### config.mk
export PLATFORM = sky130hd
export DESIGN_NAME = alarm_timer_bank_top
export DESIGN_NICKNAME = d
export VERILOG_FILES = /design/src/rtl/core/atb_pkg.sv /design/src/rtl/core/atb_ctrl.sv /design/src/rtl/core/atb_datapath.sv /design/src/rtl/core/alarm_timer_bank_top.sv
export SDC_FILE = /design/constraint.sdc
export NUM_CORES = 2
export LEC_CHECK = 0
export BUFFER_PORTS_ARGS = -buffer_cell sky130_fd_sc_hd__buf_4
export CORE_MARGIN = 2
export CORE_UTILIZATION = 41
export DETAILED_ROUTE_END_ITERATION = 16
export PLACE_DENSITY = 0.6
export SLEW_MARGIN = 10
export SYNTH_ARGS = -nofsm -noshare
export SYNTH_HDL_FRONTEND = slang
export SYNTH_SLANG_ARGS = --single-unit
### constraint.sdc
create_clock -name clk -period 24.2 [get_ports clk]
set_input_delay 2.42 -clock clk [delete_from_list [all_inputs] [get_ports clk]]
set_output_delay 2.42 -clock clk [all_outputs]
set_load 0.01 [all_outputs]
### src/rtl/core/atb_pkg.sv
`timescale 1ns / 1ps

package atb_pkg;

	localparam int TIME_W = 40;
	localparam int TOD_W  = 17;
	localparam int LEFT_W = 18;
	localparam int CHAN_W = 4;

	localparam logic [1:0] MODE_TICK  = 2'd0;
	localparam logic [1:0] MODE_START = 2'd1;
	localparam logic [1:0] MODE_STOP  = 2'd2;
	localparam logic [1:0] MODE_LOAD  = 2'd3;

	localparam logic [TIME_W-1:0] SECS_PER_HOUR = TIME_W'(3600);
	localparam logic [TIME_W-1:0] SECS_PER_DAY  = TIME_W'(24 * 3600);
	localparam logic [LEFT_W-1:0] LEFT_MAX      = LEFT_W'(2 * 24 * 3600 - 1);

	// one stored channel record
	typedef struct packed {
		logic              kind;
		logic              repeats;
		logic [TOD_W-1:0]  preset;
		logic [TIME_W-1:0] deadline;
	} entry_t;

	// commands from the controller to the datapath
	typedef struct packed {
		logic load_item;
		logic rd_en;
		logic finish;
	} ctrl_t;

endpackage

### src/rtl/core/atb_ctrl.sv
`timescale 1ns / 1ps

module atb_ctrl #(
	parameter int NUM_CHANNELS = 16,
	parameter int AW = 4
) (
	input  logic                 clk,
	input  logic                 arst_n,
	input  logic                 start,
	output logic                 busy,
	output atb_pkg::ctrl_t       cmd,
	output logic [AW-1:0]        rd_addr
);
	import atb_pkg::*;

	localparam logic [2:0] ST_IDLE   = 3'd0;
	localparam logic [2:0] ST_WALK   = 3'd1;
	localparam logic [2:0] ST_DRAIN1 = 3'd2;
	localparam logic [2:0] ST_DRAIN2 = 3'd3;
	localparam logic [2:0] ST_FINISH = 3'd4;

	localparam logic [AW-1:0] LAST_ADDR = AW'(NUM_CHANNELS - 1);

	logic [2:0]    state_q;
	logic [AW-1:0] cnt_q;
	logic          accept;

	assign busy   = (state_q != ST_IDLE);
	assign accept = start && !busy;

	always_comb begin
		cmd.load_item = accept;
		cmd.rd_en     = (state_q == ST_WALK);
		cmd.finish    = (state_q == ST_FINISH);
	end
	assign rd_addr = cnt_q;

	always_ff @(posedge clk or negedge arst_n) begin
		if (!arst_n) begin
			state_q <= ST_IDLE;
			cnt_q   <= '0;
		end else begin
			unique case (state_q)
				ST_IDLE: begin
					cnt_q <= '0;
					if (accept) state_q <= ST_WALK;
				end
				ST_WALK: begin
					if (cnt_q == LAST_ADDR) begin
						state_q <= ST_DRAIN1;
					end else begin
						cnt_q <= cnt_q + AW'(1);
					end
				end
				// wait for the last channel to clear both pipeline stages
				ST_DRAIN1: state_q <= ST_DRAIN2;
				ST_DRAIN2: state_q <= ST_FINISH;
				ST_FINISH: state_q <= ST_IDLE;
				default:   state_q <= ST_IDLE;
			endcase
		end
	end

endmodule

### src/rtl/core/atb_datapath.sv
`timescale 1ns / 1ps

module atb_datapath #(
	parameter int NUM_CHANNELS = 16,
	parameter int AW = 4
) (
	input  logic                         clk,
	input  logic                         arst_n,
	input  atb_pkg::ctrl_t               cmd,
	input  logic [AW-1:0]                rd_addr,
	input  logic [1:0]                   mode,
	input  logic [atb_pkg::CHAN_W-1:0]   channel,
	input  logic [atb_pkg::TIME_W-1:0]   now_secs,
	input  logic [atb_pkg::TOD_W-1:0]    time_of_day,
	input  logic                         alarm_kind,
	input  logic [atb_pkg::TOD_W-1:0]    set_value,
	input  logic                         repeat_flag,
	output logic                         result_valid,
	output logic                         fired,
	output logic [atb_pkg::CHAN_W-1:0]   fired_channel,
	output logic                         nearest_valid,
	output logic [atb_pkg::CHAN_W-1:0]   nearest_channel,
	output logic [atb_pkg::LEFT_W-1:0]   nearest_left,
	output logic                         last
);
	import atb_pkg::*;

	localparam int CMP_W = (AW > CHAN_W) ? AW : CHAN_W;

	// request registers
	logic [1:0]        mode_q;
	logic [CHAN_W-1:0] chan_q;
	logic [TIME_W-1:0] now_q;
	logic [TIME_W-1:0] midnight_q;
	logic [TOD_W-1:0]  tod_q;
	logic              kind_q;
	logic [TOD_W-1:0]  set_q;
	logic              rep_q;

	entry_t                  mem [NUM_CHANNELS];
	entry_t                  rdata_s1;
	logic                    v_s1;
	logic [AW-1:0]           addr_s1;
	logic [NUM_CHANNELS-1:0] armed_q;

	logic              v_s2;
	logic              armed_s2;
	logic [TIME_W-1:0] dl_s2;
	logic [AW-1:0]     addr_s2;

	logic              best_valid_q;
	logic [TIME_W-1:0] best_dl_q;
	logic [AW-1:0]     best_ch_q;

	logic              cur_armed;
	logic              match;
	logic              fire;
	logic [TIME_W-1:0] arm_base;
	logic [TIME_W-1:0] arm_day;
	logic [TIME_W-1:0] arm_end;
	logic              new_armed;
	logic [TIME_W-1:0] new_dl;
	logic              wen;
	entry_t            wentry;

	logic [TIME_W-1:0] diff;
	logic [LEFT_W-1:0] left_val;

	always_ff @(posedge clk) begin
		if (cmd.load_item) begin
			mode_q     <= mode;
			chan_q     <= channel;
			now_q      <= now_secs;
			midnight_q <= now_secs - TIME_W'(time_of_day);
			tod_q      <= time_of_day;
			kind_q     <= alarm_kind;
			set_q      <= set_value;
			rep_q      <= repeat_flag;
		end
	end

	always_ff @(posedge clk) begin
		if (cmd.rd_en) rdata_s1 <= mem[rd_addr];
		if (wen) mem[addr_s1] <= wentry;
	end

	// evaluate one channel against the request
	always_comb begin
		cur_armed = armed_q[addr_s1];
		match     = (mode_q != MODE_TICK) && (CMP_W'(addr_s1) == CMP_W'(chan_q));
		fire      = (mode_q == MODE_TICK) && cur_armed && (rdata_s1.deadline <= now_q);
		arm_base  = rdata_s1.kind ? midnight_q : now_q;
		arm_day   = (rdata_s1.kind && (tod_q > rdata_s1.preset)) ? SECS_PER_DAY : '0;
		arm_end   = arm_base + TIME_W'(rdata_s1.preset) + arm_day;

		new_armed = cur_armed;
		new_dl    = rdata_s1.deadline;
		wen       = 1'b0;
		wentry    = rdata_s1;
		if (v_s1) begin
			if (fire) begin
				new_armed = rdata_s1.repeats;
				if (rdata_s1.repeats) begin
					new_dl = arm_end;
					wen    = 1'b1;
				end
			end else if (match) begin
				unique case (mode_q)
					MODE_START: begin
						new_armed = 1'b1;
						new_dl    = arm_end;
						wen       = 1'b1;
					end
					MODE_STOP: new_armed = 1'b0;
					MODE_LOAD: begin
						new_armed      = 1'b0;
						wen            = 1'b1;
						wentry.kind    = kind_q;
						wentry.repeats = rep_q;
						wentry.preset  = set_q;
					end
					default: new_armed = cur_armed;
				endcase
			end
		end
		wentry.deadline = (wen && mode_q != MODE_LOAD) ? new_dl : rdata_s1.deadline;
	end

	always_comb begin
		diff     = best_dl_q - now_q;
		left_val = '0;
		if (best_valid_q && (best_dl_q > now_q)) begin
			left_val = (diff > TIME_W'(LEFT_MAX)) ? LEFT_MAX : diff[LEFT_W-1:0];
		end
	end

	always_ff @(posedge clk or negedge arst_n) begin
		if (!arst_n) begin
			armed_q      <= '0;
			v_s1         <= 1'b0;
			v_s2         <= 1'b0;
			best_valid_q <= 1'b0;
			result_valid <= 1'b0;
		end else begin
			v_s1 <= cmd.rd_en;
			v_s2 <= v_s1;
			if (v_s1) armed_q[addr_s1] <= new_armed;

			// fold the settled channel into the nearest deadline
			if (cmd.load_item) begin
				best_valid_q <= 1'b0;
			end else if (v_s2 && armed_s2 && (!best_valid_q || dl_s2 < best_dl_q)) begin
				best_valid_q <= 1'b1;
			end

			result_valid <= (v_s1 && fire) || cmd.finish;
		end
	end

	always_ff @(posedge clk) begin
		addr_s1  <= rd_addr;
		armed_s2 <= new_armed;
		dl_s2    <= new_dl;
		addr_s2  <= addr_s1;
		if (!cmd.load_item && v_s2 && armed_s2 && (!best_valid_q || dl_s2 < best_dl_q)) begin
			best_dl_q <= dl_s2;
			best_ch_q <= addr_s2;
		end
		if (cmd.finish) begin
			fired           <= 1'b0;
			fired_channel   <= '0;
			nearest_valid   <= best_valid_q;
			nearest_channel <= best_valid_q ? CHAN_W'(best_ch_q) : '0;
			nearest_left    <= left_val;
			last            <= 1'b1;
		end else begin
			fired           <= 1'b1;
			fired_channel   <= CHAN_W'(addr_s1);
			nearest_valid   <= 1'b0;
			nearest_channel <= '0;
			nearest_left    <= '0;
			last            <= 1'b0;
		end
	end

endmodule

### src/rtl/core/alarm_timer_bank_top.sv
`timescale 1ns / 1ps
// Bank of NUM_CHANNELS countdown timers and time-of-day alarms.
// Request channel: drive mode, channel, now_secs, time_of_day and the load
// fields, raise start; the request is taken at a clock edge with start high
// and busy low. Modes: tick, start channel, stop channel, load channel.
// Each request walks every channel once through a one-read one-write record
// memory, one channel per cycle, in a three-stage read / evaluate / fold pipeline.
// Result channel: result_valid marks each result for exactly one cycle.
// A tick gives one fired result per expired channel, lowest index first,
// then every request ends with a result carrying last, nearest_valid,
// nearest_channel and nearest_left (saturated seconds to the nearest deadline).
// The final result is registered from the finish state, which follows the walk
// and the drain states; busy stays high from the request until that result
// appears, so a new request is taken only once the last one is through.
// The receiver cannot stall; results are never held back.
// Reset disarms all channels and returns the controller to idle. Channel
// records hold no reset value; load a channel before starting it.
module alarm_timer_bank_top #(
	parameter int NUM_CHANNELS = 16
) (
	input  logic                         clk,
	input  logic                         arst_n,
	input  logic                         start,
	output logic                         busy,
	input  logic [1:0]                   mode,
	input  logic [atb_pkg::CHAN_W-1:0]   channel,
	input  logic [atb_pkg::TIME_W-1:0]   now_secs,
	input  logic [atb_pkg::TOD_W-1:0]    time_of_day,
	input  logic                         alarm_kind,
	input  logic [atb_pkg::TOD_W-1:0]    set_value,
	input  logic                         repeat_flag,
	output logic                         result_valid,
	output logic                         fired,
	output logic [atb_pkg::CHAN_W-1:0]   fired_channel,
	output logic                         nearest_valid,
	output logic [atb_pkg::CHAN_W-1:0]   nearest_channel,
	output logic [atb_pkg::LEFT_W-1:0]   nearest_left,
	output logic                         last
);
	import atb_pkg::*;

	localparam int AW = (NUM_CHANNELS > 1) ? $clog2(NUM_CHANNELS) : 1;

	ctrl_t         cmd;
	logic [AW-1:0] rd_addr;

	atb_ctrl #(
		.NUM_CHANNELS(NUM_CHANNELS),
		.AW(AW)
	) u_ctrl (
		.clk(clk),
		.arst_n(arst_n),
		.start(start),
		.busy(busy),
		.cmd(cmd),
		.rd_addr(rd_addr)
	);

	atb_datapath #(
		.NUM_CHANNELS(NUM_CHANNELS),
		.AW(AW)
	) u_datapath (
		.clk(clk),
		.arst_n(arst_n),
		.cmd(cmd),
		.rd_addr(rd_addr),
		.mode(mode),
		.channel(channel),
		.now_secs(now_secs),
		.time_of_day(time_of_day),
		.alarm_kind(alarm_kind),
		.set_value(set_value),
		.repeat_flag(repeat_flag),
		.result_valid(result_valid),
		.fired(fired),
		.fired_channel(fired_channel),
		.nearest_valid(nearest_valid),
		.nearest_channel(nearest_channel),
		.nearest_left(nearest_left),
		.last(last)
	);

endmodule
## Word level (Yosys, flattened, before mapping)

Memory sizes are Yosys's and may differ from the RTL's. A register that Yosys moved wholly into a read port is not among the register bits.
Cells that the tools add are included.

| operators by class | value |
|---|---|
| mux-type cells | 38 |
| $add $sub $neg | 5 |
| $lt $le $gt $ge | 7 |
| reductions and logical operators | 32 |
| equality and inequality tests | 13 |
| bitwise gates (word level) | 2 |

Operator list:

| kind | count |
|---|---|
| $mux 40 | 7 |
| $mux 19 | 4 |
| $add 40x17->40 | 1 |
| $add 40x40->40 | 1 |
| $gt 40x18->1 const B | 1 |
| $gt 40x40->1 | 1 |
| $le 40x40->1 | 1 |
| $lt 40x40->1 | 1 |
| $sub 40x17->40 | 1 |
| $sub 40x40->40 | 1 |
| $mux 18 | 1 |
| $gt 17x17->1 | 1 |
| $mux 17 | 1 |
| $bwmux 16 | 1 |
| $mux 1 | 16 |
| $logic_and 1x1->1 | 14 |
| $pmux 3 s4 | 1 |
| $pmux 4 s2 | 1 |
| $reduce_and 2->1 | 4 |
| $eq 3x2->1 const B | 2 |
| $mux 3 | 2 |
| $ne 2x2->1 const B | 3 |
| $reduce_bool 2->1 | 3 |
| $lt 4x5->1 const B | 1 |
| other kinds (21) | 27 |

| storage, ports and cells | value |
|---|---|
| register bits after elaboration | 271 |
| output and inout bits | 31 |
| memories | 1 |
| RAM bits | 944 |
| word-level logic and storage cells | 126 |
| input port bits | 85 |

Memory list:

| memory | depth | bits a word | rd ports | clocked after memory_dff | write ports | line | text |
|---|---|---|---|---|---|---|---|
| u_datapath.mem | 16 | 59 | 1 | 1 | 1 | atb_datapath.sv:40 | `entry_t mem [NUM_CHANNELS];` |

## Longest topological paths before layout

| depth | value |
|---|---|
| word-level depth | 9 |
| depth in mapped cells | 25 |
| mapped depth without buffers | 25 |

## By module

From an unflattened synthesis, not the netlist that was laid out.

| unflattened totals | value |
|---|---|
| cells, all modules | 3095 |
| area total of the unflattened synthesis | 54957.7 um^2 |

Modules (own cells, without submodules):

| module | instances | cells each | sequential area each (um^2) | area each (um^2) |
|---|---|---|---|---|
| atb_datapath | 1 | 3056 | 37165.6 | 54581.1 |
| atb_ctrl | 1 | 39 | 175.2 | 376.6 |

## Worst setup path before layout

No wires, ideal clock.

| timing path | value |
|---|---|
| kind | input-to-reg |
| start point | input port start |
| end point | register u_datapath.best_ch_q[0], enable pin |
| setup slack | 15.838 ns |
| data required time | 23.602 ns |
| stages | 3 |
| arrival | 7.764 ns |
| buffers on the path | 0 |
| library setup time | 0.598 ns |
| cells stage by stage | nand2_1 o2111ai_1 o311ai_0 |

| between the ends | value |
|---|---|
| cells in the longest elaborated chain, start to end | 5 |

RTL lines:

| item | line | text |
|---|---|---|
| from (decl) | alarm_timer_bank_top.sv:23 | `input logic start,` |
| $logic_and 1x1->1 | atb_ctrl.sv:29 | `assign accept = start && !busy;` |
| $logic_not 1->1 | atb_datapath.sv:165 | `if (!cmd.load_item && v_s2 && armed_s2 && (!best_valid_q \|\| dl_s2 < best_dl_q)) begin` |
| $logic_and 1x1->1 (3 in series) | atb_datapath.sv:165 |  |
| to (signal assigned) | atb_datapath.sv:167 | `best_ch_q <= addr_s2;` |
| to (decl) | atb_datapath.sv:53 | `logic [AW-1:0] best_ch_q;` |

Every way passes these cells.
A chain may end at the register's enable or synchronous reset.

==> impl_metrics.csv <==
group,metric,value,unit
sta,rsz0062_at_grt,"false",
logic_synthesis,yosys_most_used_dff,"edfxtp_1",
detailed_routing,drc,0,
sta,skew,0.0354,ns
die,die_w,371,µm
worst_setup_path,path_delay_family,"compound AO/OA/AOI/OAI gates",
grt,antenna_found_initial,7,
placement,gp_congestion,0.910,
finish,layout-drive-gt1-share,18.8,%
pwr,peakVddDrop,0.0579,mV
logic_synthesis,synth_top_family_by_area,"multiplexers",
detailed_routing,route.vias.total,32200,
logic_synthesis,postSynth.asyncResetShare,2.12,%
run_status,status,"finished, final reports clean",
grt,grt_pass1_wl,219000,µm
logic_synthesis,synthAdderAreaFrac,4.36,%
die,die_area,138000,µm²
clocking,clk-insertion-delay-late,0.78,ns
sta,post-route-period-util,27.2,%
grt,grt_use_met2,34.3,%
grt,grt-busiest-layer,"met2",
die,start_util,41.4,%
worst_setup_path,cp-start-kind,"flop",
detailed_routing,wl,152000,µm
clocking,path_clk_slew,0.06,ns
grt,grt_max_degree,69,
sta,period_minus_slack,6.58,ns
worst_setup_path,worst_ep_arrival_time,7.05,ns
logic_synthesis,ys_ff_latch,1274,
logic_synthesis,postSynthAreaPerCell,15.7,µm²
worst_setup_path,path_class,"reg -> reg",
die,die_h,371,µm
worst_setup_path,worst_setup_path_end_kind,"flop",
logic_synthesis,muxShareOfSynthArea,11.9,%
logic_synthesis,ys.warnings.count,0,
clocking,cts_setup_buffers,0,
grt,grt_use_total,22.0,%
worst_setup_path,required,24.67,ns
grt,grt.met3_usage,3.60,%
logic_synthesis,synth_cell_types,81,
clocking,cts_buffer_depth,3,
worst_setup_path,critPathMaxStageDelay,0.93,ns
clocking,cts_made_buffers,138,
sta,finalSetupViolCount,0,
worst_setup_path,worst-path-buf-inv,1,
sta,fmax,152,MHz
detailed_routing,first_iter_violations,3278,
die,rows,134,
logic_synthesis,synthXorXnorAreaFrac,1.76,%
pwr,leakagePower,0.0221,µW
clocking,cts.sinks,1274,
logic_synthesis,syn_inst,3536,
logic_synthesis,yosys.area_share.simple,4.40,%
finish,instances_no_fill,5581,
min_path,holdCritPathClass,"reg -> reg",
die,coreArea,134000,µm²
finish,nNetsFinal,3975,
clocking,cts_tree,"yes",
placement,place_hpwl,94500,µm
logic_synthesis,synth_fp_nets,3812,
grt,grt_pass1_vias,31500,
job,drv_cap,0,
detailed_routing,vias_per_cell,5.76,
sta,drv_slew,0,
worst_setup_path,cp_slowest_cell,"a21boi_1",
worst_setup_path,path_cells,"inv_1 -> ha_1 -> nor2b_1 -> o21a_1 -> o21a_1 -> o21a_1 -> o21a_1 -> o21ai_0 -> a21oi_1 -> o31ai_1 -> a21oi_1 -> xor2_1 -> ha_1 -> ha_1 -> or3_1 -> o21bai_1 -> a21oi_1 -> o221ai_1 -> a21boi_1 -> nor2_1 -> nand2_1 -> xnor2_1 -> mux2_2",
clocking,hold_buffers,0,
detailed_routing,ant_nets,0,
clocking,ctsResizeCount,0,
grt,grt_use_met1,31.4,%
worst_setup_path,cp_max_fo,16,
logic_synthesis,synth_compound_area_share,8.11,%
clocking,clockRootBuffer,"clkbuf_16",
pwr,finalPower,7390,µW
sta,slew_headroom,17.6,%
logic_synthesis,yosysSeqAreaShare,67.5,%
detailed_routing,wl_per_cell,27.3,µm
sta,whs,0.402,ns
logic_synthesis,synth-edff-count,1169,
pwr,power_density,117,nW/µm²
sta,hold_viol_final,0,
sta,fin_setup_tns,0,ns
clocking,h-tree-depth,4,
die,pin_count,116,
logic_synthesis,mappedNetlistArea,55300,µm²
detailed_routing,first_pass_iters,6,
placement,place_inst,5326,
worst_setup_path,cpMostUsedCell,"o21a_1",
placement,port_buffers,115,
grt,grt_overflow,0,
sta,worst_slew_pin_slew,1.23,ns
finish,area.growth.synth_to_final,13.8,%
worst reg2reg max path, stage by stage (launching register included):
cell      delay, ns
edfxtp_1       0.39
inv_1          0.06
ha_1           0.30
nor2b_1        0.13
o21a_1         0.16
o21a_1         0.16
o21a_1         0.16
o21a_1         0.16
o21ai_0        0.14
a21oi_1        0.09
o31ai_1        0.29
a21oi_1        0.34
xor2_1         0.26
ha_1           0.32
ha_1           0.19
or3_1          0.43
o21bai_1       0.18
a21oi_1        0.36
o221ai_1       0.35
a21boi_1       0.93
nor2_1         0.20
nand2_1        0.15
xnor2_1        0.09
mux2_2         0.42
cells in the final DEF, fill, tap and decap left out, types with 19 or more instances in the layout:
cell type,n
buf_4,173
mux2i_1,203
clkinv_2,24
xor2_1,51
nand4_1,34
nand2_1,150
clkbuf_16,143
clkinv_1,21
dfxtp_1,78
a22oi_1,59
nor3_1,33
edfxtp_1,1169
o21ai_0,216
mux2_2,159
ha_1,188
xnor2_1,60
nand3_1,34
dfrtp_1,23
mux4_2,122
nor2b_1,20
a221oi_1,61
a21o_1,67
a21oi_1,156
clkbuf_1,30
or3_1,20
nor2_1,63
nand2b_1,19
inv_1,144
per-layer routing:
| layer | share of wire (%) | up-vias |
|---|---|---|
| met5 | 0 | - |
| met4 | 3.0 | 0 |
| met3 | 6.4 | 212 |
| met2 | 46 | 1124 |
| met1 | 44 | 16600 |
| li1 | - | 14300 |
Yosys cell counts, drive strengths merged, types with 5 or more instances:
cell type,instances,area [µm²]
edfxtp,1169,35100
o21ai,216,1080
mux2i,203,2030
ha,188,2350
mux2,159,1790
a21oi,156,781
nand2,151,567
inv,146,548
mux4,122,2750
clkbuf,103,397
nor2,80,300
dfxtp,78,1560
a21o,68,512
a221oi,62,549
xnor2,60,526
a22oi,59,443
xor2,51,447
buf,47,183
nand3,34,170
nand4,34,213
nor3,34,175
dfrtp,27,676
nor2b,21,131
and3,20,134
nand2b,20,125
or3,20,125
nor4,18,125
o41ai,17,149
a211oi,15,113
o21a,14,105
a31oi,13,81.3
o211ai,12,90.1
o21bai,11,82.6
o31ai,11,87.6
or2,11,68.8
a21boi,10,75.1
a211o,7,61.3
and2,6,37.5
and3b,6,52.6
a31o,5,43.8
where the power goes:
| part | switching, µW | internal [µW] | leakage [µW] |
|---|---|---|---|
| Clock | 887 | 1210 | 0.00221 |
| Sequential | 205 | 2880 | 0.0116 |
| Combinational | 1390 | 816 | 0.00836 |
| Total | 2480 | 4910 | 0.0221 |
kinds of logic after synthesis:
group,Yosys count
flip-flops,1274
buffers and inverters,296
multiplexers,484
AO/OA/AOI/OAI,701
AND/OR/NAND/NOR,479
adder cells (fa/ha/maj),191
XOR/XNOR,111
per-stage QoR:
stage / cell area [µm²] / setup slack, ns / util (%)
after floorplan: 55300 / 15.84 / -
after global placement: 58400 / 17.67 / 43.7
after detailed placement: 58400 / 17.62 / 43.7
after CTS: 63000 / 17.58 / 47.1
after global routing: 63000 / 17.10 / 47.1
final: 63000 / 17.62 / 47.1
worst paths after layout:
check	to	start	slack (ns)	cells past startpoint
max	u_datapath.mem[14][37]$_DFFE_PP_	u_datapath.rdata_s1[41]$_DFFE_PP_	17.62	23
min	u_datapath.best_ch_q[3]$_DFFE_PP_	u_datapath.addr_s2[3]$_DFF_P_	0.40	0
max reg2reg	u_datapath.mem[14][37]$_DFFE_PP_	u_datapath.rdata_s1[41]$_DFFE_PP_	17.62	23
min reg2reg	u_datapath.best_ch_q[3]$_DFFE_PP_	u_datapath.addr_s2[3]$_DFF_P_	0.40	0
max in group asynchronous	u_ctrl.rd_addr[0]$_DFFE_PN0P_	arst_n	22.29	1
min in group asynchronous	u_ctrl.rd_addr[1]$_DFFE_PN0P_	arst_n	1.57	1
final cells by class:
cell class | count | area (µm²)
Multi-Input combinational cell | 1966 | 17000
Sequential cell | 1274 | 37400
Timing Repair Buffer | 173 | 1300
Fill cell | 11500 | 70800
Inverter | 146 | 554
Clock buffer | 177 | 3750
Tap cell | 1768 | 2210
Antenna cell | 3 | 7.51
Clock inverter | 74 | 756
registers in the layout, indices dropped and copies added, names as in the netlist, 2 cells and up:
register                    count
u_ctrl.rd_addr                  4
u_ctrl.state_q                  3
u_datapath.addr_s1              4
u_datapath.addr_s2              4
u_datapath.armed_q             16
u_datapath.best_ch_q            4
u_datapath.best_dl_q           40
u_datapath.chan_q               4
u_datapath.dl_s2               40
u_datapath.fired_channel        4
u_datapath.mem                944
u_datapath.midnight_q          40
u_datapath.mode_q               2
u_datapath.nearest_channel      4
u_datapath.nearest_left        18
u_datapath.now_q               40
u_datapath.rdata_s1            59
u_datapath.set_q               17
u_datapath.tod_q               17
Note: power is estimated with default switching activity, not from simulation.
